==> config.mk <==
export PLATFORM = sky130hd
export DESIGN_NAME = subpixel_parabola_disparity_q8
export DESIGN_NICKNAME = d
export VERILOG_FILES = /design/src/spd_pkg.sv /design/src/spd_front.sv /design/src/spd_div_step.sv /design/src/subpixel_parabola_disparity_q8.sv
export SDC_FILE = /design/constraint.sdc
export NUM_CORES = 1
export LEC_CHECK = 0
export BUFFER_PORTS_ARGS = -buffer_cell sky130_fd_sc_hd__buf_2
export CORE_AREA = 2 2 207 250
export DETAILED_ROUTE_END_ITERATION = 10
export DIE_AREA = 0 0 209 252
export GPL_TIMING_DRIVEN = 0
export PLACE_DENSITY = 0.76
export SETUP_SLACK_MARGIN = 0.4
export SKIP_LAST_GASP = 1
export SLEW_MARGIN = 10
export SYNTH_ARGS = -nofsm -noshare
export SYNTH_HDL_FRONTEND = slang
export SYNTH_SLANG_ARGS = --single-unit
==> constraint.sdc <==
create_clock -name clk -period 7.5 [get_ports clk]
set_input_delay 1.125 -clock clk [delete_from_list [all_inputs] [get_ports clk]]
set_output_delay 1.125 -clock clk [all_outputs]
set_load 0.01 [all_outputs]
==> src/spd_pkg.sv <==
// Shared types and constants for the parabola sub-pixel disparity block.
// Holds the port word structs and the internal pipeline word layouts.
// No dependencies.
`timescale 1ns / 1ps
`default_nettype none
package spd_pkg;

	localparam int COST_BITS    = 16;
	localparam int FRAC_BITS    = 8;
	localparam int DISP_BITS    = 8;
	localparam int LEVEL_BITS   = 9;
	localparam int REFINED_BITS = DISP_BITS + FRAC_BITS;

	localparam logic [LEVEL_BITS-1:0] MAX_DISP_RESET = LEVEL_BITS'(64);
	localparam logic [LEVEL_BITS-1:0] MIN_LEVELS     = LEVEL_BITS'(2);

	typedef struct packed {
		logic [DISP_BITS-1:0] int_disparity;
		logic [COST_BITS-1:0] cost_below;
		logic [COST_BITS-1:0] cost_center;
		logic [COST_BITS-1:0] cost_above;
	} in_word_t;

	typedef struct packed {
		logic [REFINED_BITS-1:0] refined_disparity;
		logic [FRAC_BITS-1:0]    fraction_magnitude;
		logic                    fraction_negative;
	} out_word_t;

	// Numerator and denominator of the parabola vertex, before the division.
	typedef struct packed {
		logic [DISP_BITS-1:0]        disp;
		logic signed [COST_BITS:0]   num;
		logic signed [COST_BITS+2:0] den;
	} fit_word_t;

	// One word of the restoring divider pipeline.
	typedef struct packed {
		logic [DISP_BITS-1:0]   disp;
		logic [COST_BITS+1:0]   divisor;
		logic [COST_BITS+1:0]   rem;
		logic [FRAC_BITS-1:0]   quot;
		logic                   neg;
		logic                   zero;
		logic                   sat;
	} div_word_t;

endpackage
`default_nettype wire

==> src/spd_front.sv <==
// Front end: neighbor mirroring, parabola numerator and denominator,
// then magnitudes, sign and special-case flags. Two pipeline stages.
// Depends on spd_pkg.
`timescale 1ns / 1ps
`default_nettype none
module spd_front (
	input  wire logic                            clk,
	input  wire logic                            arst_n,
	input  wire logic [spd_pkg::LEVEL_BITS-1:0]  max_disparity,
	input  wire logic                            up_valid,
	output logic                                 up_ready,
	input  wire spd_pkg::in_word_t               up_word,
	output logic                                 dn_valid,
	input  wire logic                            dn_ready,
	output spd_pkg::div_word_t                   dn_word
);
	import spd_pkg::*;

	logic                  valid_s1;
	fit_word_t             fit_s1;
	logic                  ready_s1;
	fit_word_t             fit_d;
	logic [LEVEL_BITS-1:0] levels;
	logic [LEVEL_BITS-1:0] disp_next;
	logic                  at_top;
	logic [COST_BITS-1:0]  c0;
	logic [COST_BITS-1:0]  c2;
	logic [COST_BITS:0]    side_sum;

	logic                  valid_s2;
	div_word_t             div_s2;
	logic                  ready_s2;
	div_word_t             div_d;
	logic [COST_BITS:0]    num_abs;
	logic [COST_BITS+2:0]  den_abs;

	// Stage 1: pick the two neighbors and form the fit terms.
	always_comb begin
		levels    = (max_disparity < MIN_LEVELS) ? MIN_LEVELS : max_disparity;
		disp_next = {1'b0, up_word.int_disparity} + LEVEL_BITS'(1);
		at_top    = (disp_next >= levels);
		c0 = (up_word.int_disparity == '0) ? up_word.cost_above : up_word.cost_below;
		c2 = at_top ? up_word.cost_below : up_word.cost_above;
		side_sum = {1'b0, c0} + {1'b0, c2};
		fit_d.disp = up_word.int_disparity;
		fit_d.num  = $signed({1'b0, c0}) - $signed({1'b0, c2});
		fit_d.den  = $signed({1'b0, side_sum, 1'b0}) - $signed({1'b0, up_word.cost_center, 2'b00});
	end

	assign ready_s1 = !valid_s1 || ready_s2;
	assign up_ready = ready_s1;

	always_ff @(posedge clk or negedge arst_n) begin
		if (!arst_n) begin
			valid_s1 <= 1'b0;
		end else if (ready_s1) begin
			valid_s1 <= up_valid;
		end
	end

	always_ff @(posedge clk) begin
		if (ready_s1 && up_valid) begin
			fit_s1 <= fit_d;
		end
	end

	// Stage 2: magnitudes and sign. When the numerator is not below the
	// denominator the quotient cannot fit and the result saturates.
	always_comb begin
		num_abs = fit_s1.num[COST_BITS] ? (-fit_s1.num) : fit_s1.num;
		den_abs = fit_s1.den[COST_BITS+2] ? (-fit_s1.den) : fit_s1.den;
		div_d.disp    = fit_s1.disp;
		div_d.divisor = den_abs[COST_BITS+1:0];
		div_d.rem     = {2'b00, num_abs[COST_BITS-1:0]};
		div_d.quot    = '0;
		div_d.neg     = fit_s1.num[COST_BITS] ^ fit_s1.den[COST_BITS+2];
		div_d.zero    = (fit_s1.num == '0) || (fit_s1.den == '0);
		div_d.sat     = ({2'b00, num_abs[COST_BITS-1:0]} >= den_abs[COST_BITS+1:0]);
	end

	assign ready_s2 = !valid_s2 || dn_ready;

	always_ff @(posedge clk or negedge arst_n) begin
		if (!arst_n) begin
			valid_s2 <= 1'b0;
		end else if (ready_s2) begin
			valid_s2 <= valid_s1;
		end
	end

	always_ff @(posedge clk) begin
		if (ready_s2 && valid_s1) begin
			div_s2 <= div_d;
		end
	end

	assign dn_valid = valid_s2;
	assign dn_word  = div_s2;

endmodule
`default_nettype wire

==> src/spd_div_step.sv <==
// One stage of the restoring divider: produces one quotient bit per cycle while not stalled.
// Registered, with its own valid bit and stall handling.
// Depends on spd_pkg.
`timescale 1ns / 1ps
`default_nettype none
module spd_div_step (
	input  wire logic                 clk,
	input  wire logic                 arst_n,
	input  wire logic                 up_valid,
	output logic                      up_ready,
	input  wire spd_pkg::div_word_t   up_word,
	output logic                      dn_valid,
	input  wire logic                 dn_ready,
	output spd_pkg::div_word_t        dn_word
);
	import spd_pkg::*;

	logic                 valid_s1;
	div_word_t            word_s1;
	div_word_t            word_d;
	logic [COST_BITS+2:0] shifted;
	logic [COST_BITS+2:0] diff;
	logic                 take;

	always_comb begin
		shifted = {up_word.rem, 1'b0};
		take    = (shifted >= {1'b0, up_word.divisor});
		diff    = shifted - {1'b0, up_word.divisor};
		word_d  = up_word;
		word_d.rem  = take ? diff[COST_BITS+1:0] : shifted[COST_BITS+1:0];
		word_d.quot = {up_word.quot[FRAC_BITS-2:0], take};
	end

	assign up_ready = !valid_s1 || dn_ready;

	always_ff @(posedge clk or negedge arst_n) begin
		if (!arst_n) begin
			valid_s1 <= 1'b0;
		end else if (up_ready) begin
			valid_s1 <= up_valid;
		end
	end

	always_ff @(posedge clk) begin
		if (up_ready && up_valid) begin
			word_s1 <= word_d;
		end
	end

	assign dn_valid = valid_s1;
	assign dn_word  = word_s1;

endmodule
`default_nettype wire

==> src/subpixel_parabola_disparity_q8.sv <==
// Top level of the parabola sub-pixel disparity refinement block.
// Instantiates spd_front and a chain of spd_div_step; depends on spd_pkg.
`timescale 1ns / 1ps
`default_nettype none
// Takes one pixel word per clock while in_ready is high (integer disparity
// plus the costs at d-1, d and d+1) and returns one Q8.8 refined disparity
// word per pixel, in order. The block is a fully pipelined chain: two front
// stages for the fit terms, one restoring-divider stage per fraction bit, and
// an output stage; the rate is one word per cycle while out_ready is high.
// Each stage stalls only when it holds a word that the next cannot take, so
// bubbles are squeezed out under back-pressure.
// max_disparity may be written only while the pipeline is empty.
module subpixel_parabola_disparity_q8 (
	input  wire logic                            clk,
	input  wire logic                            arst_n,
	input  wire logic                            cfg_wr_en,
	input  wire logic [spd_pkg::LEVEL_BITS-1:0]  cfg_wr_data,
	input  wire logic                            in_valid,
	output logic                                 in_ready,
	input  wire spd_pkg::in_word_t               in_word,
	output logic                                 out_valid,
	input  wire logic                            out_ready,
	output spd_pkg::out_word_t                   out_word
);
	import spd_pkg::*;

	logic [LEVEL_BITS-1:0] max_disparity_q;
	logic                  div_valid [0:FRAC_BITS];
	logic                  div_ready [0:FRAC_BITS];
	div_word_t             div_word  [0:FRAC_BITS];

	logic                  valid_s3;
	out_word_t             word_s3;
	out_word_t             word_d;
	logic                  ready_s3;
	logic [FRAC_BITS-1:0]  mag;
	logic                  neg;
	logic [REFINED_BITS-1:0] base;

	always_ff @(posedge clk or negedge arst_n) begin
		if (!arst_n) begin
			max_disparity_q <= MAX_DISP_RESET;
		end else if (cfg_wr_en) begin
			max_disparity_q <= cfg_wr_data;
		end
	end

	spd_front u_front (
		.clk           (clk),
		.arst_n        (arst_n),
		.max_disparity (max_disparity_q),
		.up_valid      (in_valid),
		.up_ready      (in_ready),
		.up_word       (in_word),
		.dn_valid      (div_valid[0]),
		.dn_ready      (div_ready[0]),
		.dn_word       (div_word[0])
	);

	for (genvar i = 0; i < FRAC_BITS; i++) begin : g_div
		spd_div_step u_step (
			.clk      (clk),
			.arst_n   (arst_n),
			.up_valid (div_valid[i]),
			.up_ready (div_ready[i]),
			.up_word  (div_word[i]),
			.dn_valid (div_valid[i+1]),
			.dn_ready (div_ready[i+1]),
			.dn_word  (div_word[i+1])
		);
	end

	// Output stage: apply the zero and saturation cases, then add or subtract
	// the fraction from the scaled integer disparity (zero result when that is zero).
	always_comb begin
		if (div_word[FRAC_BITS].zero) begin
			mag = '0;
		end else if (div_word[FRAC_BITS].sat) begin
			mag = '1;
		end else begin
			mag = div_word[FRAC_BITS].quot;
		end
		neg  = div_word[FRAC_BITS].neg && !div_word[FRAC_BITS].zero;
		base = {div_word[FRAC_BITS].disp, {FRAC_BITS{1'b0}}};
		if (div_word[FRAC_BITS].disp == '0) begin
			word_d.refined_disparity = '0;
		end else if (neg) begin
			word_d.refined_disparity = base - {{DISP_BITS{1'b0}}, mag};
		end else begin
			word_d.refined_disparity = base + {{DISP_BITS{1'b0}}, mag};
		end
		word_d.fraction_magnitude = mag;
		word_d.fraction_negative  = neg;
	end

	assign ready_s3 = !valid_s3 || out_ready;
	assign div_ready[FRAC_BITS] = ready_s3;

	always_ff @(posedge clk or negedge arst_n) begin
		if (!arst_n) begin
			valid_s3 <= 1'b0;
		end else if (ready_s3) begin
			valid_s3 <= div_valid[FRAC_BITS];
		end
	end

	always_ff @(posedge clk) begin
		if (ready_s3 && div_valid[FRAC_BITS]) begin
			word_s3 <= word_d;
		end
	end

	assign out_valid = valid_s3;
	assign out_word  = word_s3;

endmodule
`default_nettype wire

Yosys cells after proc, flatten, opt, wreduce, memory -nomap -nowiden. Index checks and enable logic that the tools add are counted.

Input bits: 70. Word-level logic and storage cells: 168. Register bits after elaboration: 510.

Bitwise operators: 1. Magnitude comparators: 11. Muxes and demuxes: 15. Add/subtract/negate cells: 15. Reductions and logical operators: 40.

Operators with widths (count): >= comparator 19 x 18 -> 1 bit (7); two-way mux 18 bit (7); subtractor 18 bit (6); two-way mux 16 bit (4); zero test 19 bit (1); subtractor 18 x 18 -> 19 bit (1); >= comparator 16 x 18 -> 1 bit (1); >= comparator 17 x 18 -> 1 bit (1); negation 18 bit (1); subtractor 17 x 18 -> 18 bit (1); adder 16 x 16 -> 17 bit (1); zero test 17 bit (1); two-way mux 17 bit (1); subtractor 16 x 16 -> 17 bit (1); adder 16 x 8 -> 16 bit (1); zero test 8 bit (2); two-way mux 8 bit (2); negation 16 bit (1); subtractor 16 x 8 -> 16 bit (1); logical AND 1 bit (12); zero test 1 bit (12); logical OR 1 bit (12); adder 8 x 1 -> 9 bit (second input constant) (1); >= comparator 9 bit (1); 3 further kinds (3).

Logic depth before layout (Yosys ltp).
Word-level depth: 13. Mapped depth: 31. Gate-level depth less buffers: 30.

Hierarchy. Synthesis repeated with hierarchy kept, for this count alone.

Cell total of the unflattened synthesis: 2770. Area total of the unflattened synthesis: 32552.5 um^2.

By module, submodules not included: spd_div_step at g_div[0].u_step ... (times used 7, cells an instance 235, area an instance 2951.6 um^2); spd_front (times used 1, cells an instance 754, area an instance 7260.7 um^2); spd_div_step at g_div[4].u_step (times used 1, cells an instance 235, area an instance 2985.4 um^2); subpixel_parabola_disparity_q8 (times used 1, cells an instance 136, area an instance 1645.3 um^2).

Worst setup path before layout. No wires, ideal clock.

Path type: in2reg. From: input in_word[48] in the netlist's numbering. To: register u_front.fit_s1[16] in the netlist's numbering (data pin). Path buffers: 1. Slack: 788 ps. Stages on the path: 28. Required time: 7231 ps. Setup time: 269 ps. Arrival: 6443 ps. Cells stage by stage: inv_1 > ha_1 > ha_1 > a21o_1 > a21oi_1 > nor2b_1 > o2111ai_1 > a21oi_1 > nor2_1 > buf_2 > mux2_2 > ha_1 > fa_1 > a21o_1 > a21oi_1 > o21a_1 > o21ai_0 > a21o_1 > a21oi_1 > xnor2_1 > ha_1 > and3_1 > and3_1 > a32oi_1 > nand2_1 > o41ai_1 > o21ai_0 > xor2_1.

RTL lines: start, declared (RTL line subpixel_parabola_disparity_q8.sv:20) `input wire spd_pkg::in_word_t in_word,`; end signal, assigned (RTL line spd_front.sv:63) `fit_s1 <= fit_d;`; end, declared (RTL line spd_front.sv:20) `fit_word_t fit_s1;`.

==> qor.csv <==
metric;value;unit
slowest_delay;0.40;ns
nets;2763;
yosys.area_share.simple;9.08;%
slew_viol_final;0;
slew_headroom;42.2;%
port_buffers;95;
synth-seq-cells;492;
drive_gt1_share;14.7;%
required;7.82;ns
min_period;6.76;ns
synth-xor-area-share;5.48;%
syn_nets;2597;
viasPerCell;5.58;
p_leak;12.5;nW
die_x;209;um
rsz0062_at_grt;false;
place.gp.congestion;0.953;
root_buffer;clkbuf_16;
antenna_cells;0;
multi_input_area;11600;um^2
tightestPinTransition;0.862;ns
fmax;148;MHz
fin_crit_sh;90.1;%
start_kind;flip-flop;
die-area;52700;um^2
register_area;14700;um^2
syn2layout_area_growth;11.5;%
initial_core_util;54.6;%
postRouteAntennaNets;0;
via_count;17604;
rows;90;
synthAdderAreaFrac;10.4;%
ir_worst_vdd;0.215;mV
overflow;0;
fill_cells;3924;
drt_wl_total;52700;um
yosysSeqAreaShare;53.7;%
grt_pass1_vias;18503;
grt_max_degree;40;
slowest_stage;mux2_2;
setup_viol;0;
first_iter_violations;783;
grt_pass1_wl;86800;um
worst_hold_slack;0.414;ns
post_drt_wl_per_cell;16.7;um
core-area;50100;um^2
ys.flop_type;edfxtp_1;
r2r_slack;0.74;ns
synth_top_family_by_area;compound AO/OA/AOI/OAI gates;
critPathMaxFanout;10;
yosysWarnings;0;
p_per_area;436;nW/um^2
cts_buffers;49;
synth_cell_types;81;
synth_compound_area_share;12.0;%
postSynthCellCount;2306;
maxCapViolCount;0;
tns;0;ns
crit_type;flip-flop to flip-flop;
hold_viol;0;
power;13.3;mW
setup_slack;0.742;ns
ioPinCount;97;
preCtsSetupSlack;-0.554;ns
layout_common_cells;edfxtp_1, inv_1, ha_1, nor2_1, a21oi_1;
cts_buffer_depth;3;
cts_tree;yes;
hpwl;41400;um
die_h;252;um
antenna_found_initial;0;
synth-edff-count;472;
first_pass_iters;5;
grt.total_usage;20.4;%
syn_area;27400;um^2
cts_sinks;492;
drc;0;
outcome;finished clean;
h-tree-depth;2;
clk_pin_slew;0.06;ns
async_reset_ff_share;4.07;%
final_common_cell;edfxtp_1;
muxShareOfSynthArea;5.14;%
critPathCaptureType;flip-flop;
cp.arrival;7.08;ns
syn_avg_cell_area;11.9;um^2
hold_class;flip-flop to flip-flop;
finClkSkew;0.0205;ns
clock_latency;0.58;ns
## timing repair
action / 4_1_cts / 5_1_grt
endpoints found under the setup margin: 5 / 5
endpoints found under the hold margin: 0 / 0
hold buffers: 0 / 0
cloned: 0 / 0
gates resized for setup: 6 / 15
setup buffers: 0 / 10
pin swaps: 0 / 5
## metal layers
layer	wire length [um]	up-vias	GRT usage, %
met3	1660	186	2.53
met2	29900	439	41.7
li1	-	8737	-
met5	0	-	0
met1	18100	8242	18.9
met4	3020	0	12.1
## cell families (layout without fill, tap and decap cells)
| logic type | Yosys count | in the layout |
|---|---|---|
| AOI/OAI and AO/OA | 506 | 506 |
| xor gates and xnor gates | 171 | 171 |
| adders and majority gates | 221 | 221 |
| buffers and inverters | 290 | 493 |
| DFF | 492 | 492 |
| muxes | 125 | 125 |
| other | 1 | 1 |
| and+or+nand+nor | 500 | 500 |
## layout make-up
type	count	area share [%]
Clock buffer	64	4.27
Clock inverter	24	0.619
Buffer	49	0.898
Sequential cell	492	48.1
Tap cell	644	2.64
Multi-Input combinational cell	1524	38.1
Inverter	241	2.97
Timing Repair Buffer	115	2.44
## final timing paths
kind,from,endpoint,depth (start not counted)
worst min-delay path,g_div[5].u_step.dn_word[7],g_div[6].u_step.dn_word[8],0
min in group asynchronous,arst_n,g_div[3].u_step.dn_valid,1
worst min register to register,g_div[5].u_step.dn_word[7],g_div[6].u_step.dn_word[8],0
worst max-delay path,max_disparity_q[4],u_front.fit_s1[16],28
worst max register to register,max_disparity_q[4],u_front.fit_s1[16],28
max in group asynchronous,arst_n,max_disparity_q[6],1
## cells in the mapped netlist, drive strengths merged, types with 10 or more instances
cell    instances  area, um^2
edfxtp        472       14200
inv           240         901
ha            211        2640
a21oi         142         752
nor2          140         526
o21ai         123         623
xnor2         116        1020
nand2         115         437
mux2          103        1190
xor2           55         482
a21o           51         383
nand2b         37         231
nand3          37         195
o21a           30         225
nor2b          28         175
clkbuf         25        93.8
nor3           25         125
buf            24         170
o31ai          24         185
mux2i          22         220
or3            20         125
a211oi         19         153
dfrtp          19         475
nand4          19         119
a31oi          18         113
and2           17         106
o21bai         16         120
and3           15        93.8
o211ai         15         113
nor4           11        68.8
or4            11        86.3
fa             10         200
## per-stage QoR
stage,std cells,util (%),cell area [um^2]
after floorplan,2306,-,27400
after global placement,3045,57.1,28600
after detailed placement,3055,57.6,28900
after CTS,3143,60.6,30400
after global routing,3153,60.9,30500
final,3153,60.9,30500
## sequential cells by signal (all words and copies together), names as in the netlist, named ones only
| register | count |
|---|---|
| g_div.u_step.dn_valid | 8 |
| out_valid | 1 |
| u_front.dn_valid | 1 |
| u_front.div_d | 8 |
| out_word | 25 |
| g_div.u_step.dn_word | 361 |
| u_front.valid_s1 | 1 |
| u_front.dn_word | 43 |
| u_front.fit_s1 | 34 |
| max_disparity_q | 9 |
## power by group
part | internal [mW] | switching, mW
Combinational | 2.74 | 3.46
Clock | 1.29 | 0.991
Sequential | 4.38 | 0.439
Total | 8.42 | 4.89
## critical path, delay by kind of cell (launching register included)
family                     cells  cell delay, ns
adders and majority gates      3            0.94
buffers and inverters          3            0.59
xor gates and xnor gates       2            0.23
and+or+nand+nor                6            1.11
AOI/OAI and AO/OA             13            2.85
muxes                          1            0.40
DFF                            1            0.35
(Power assumes the default switching activity.)
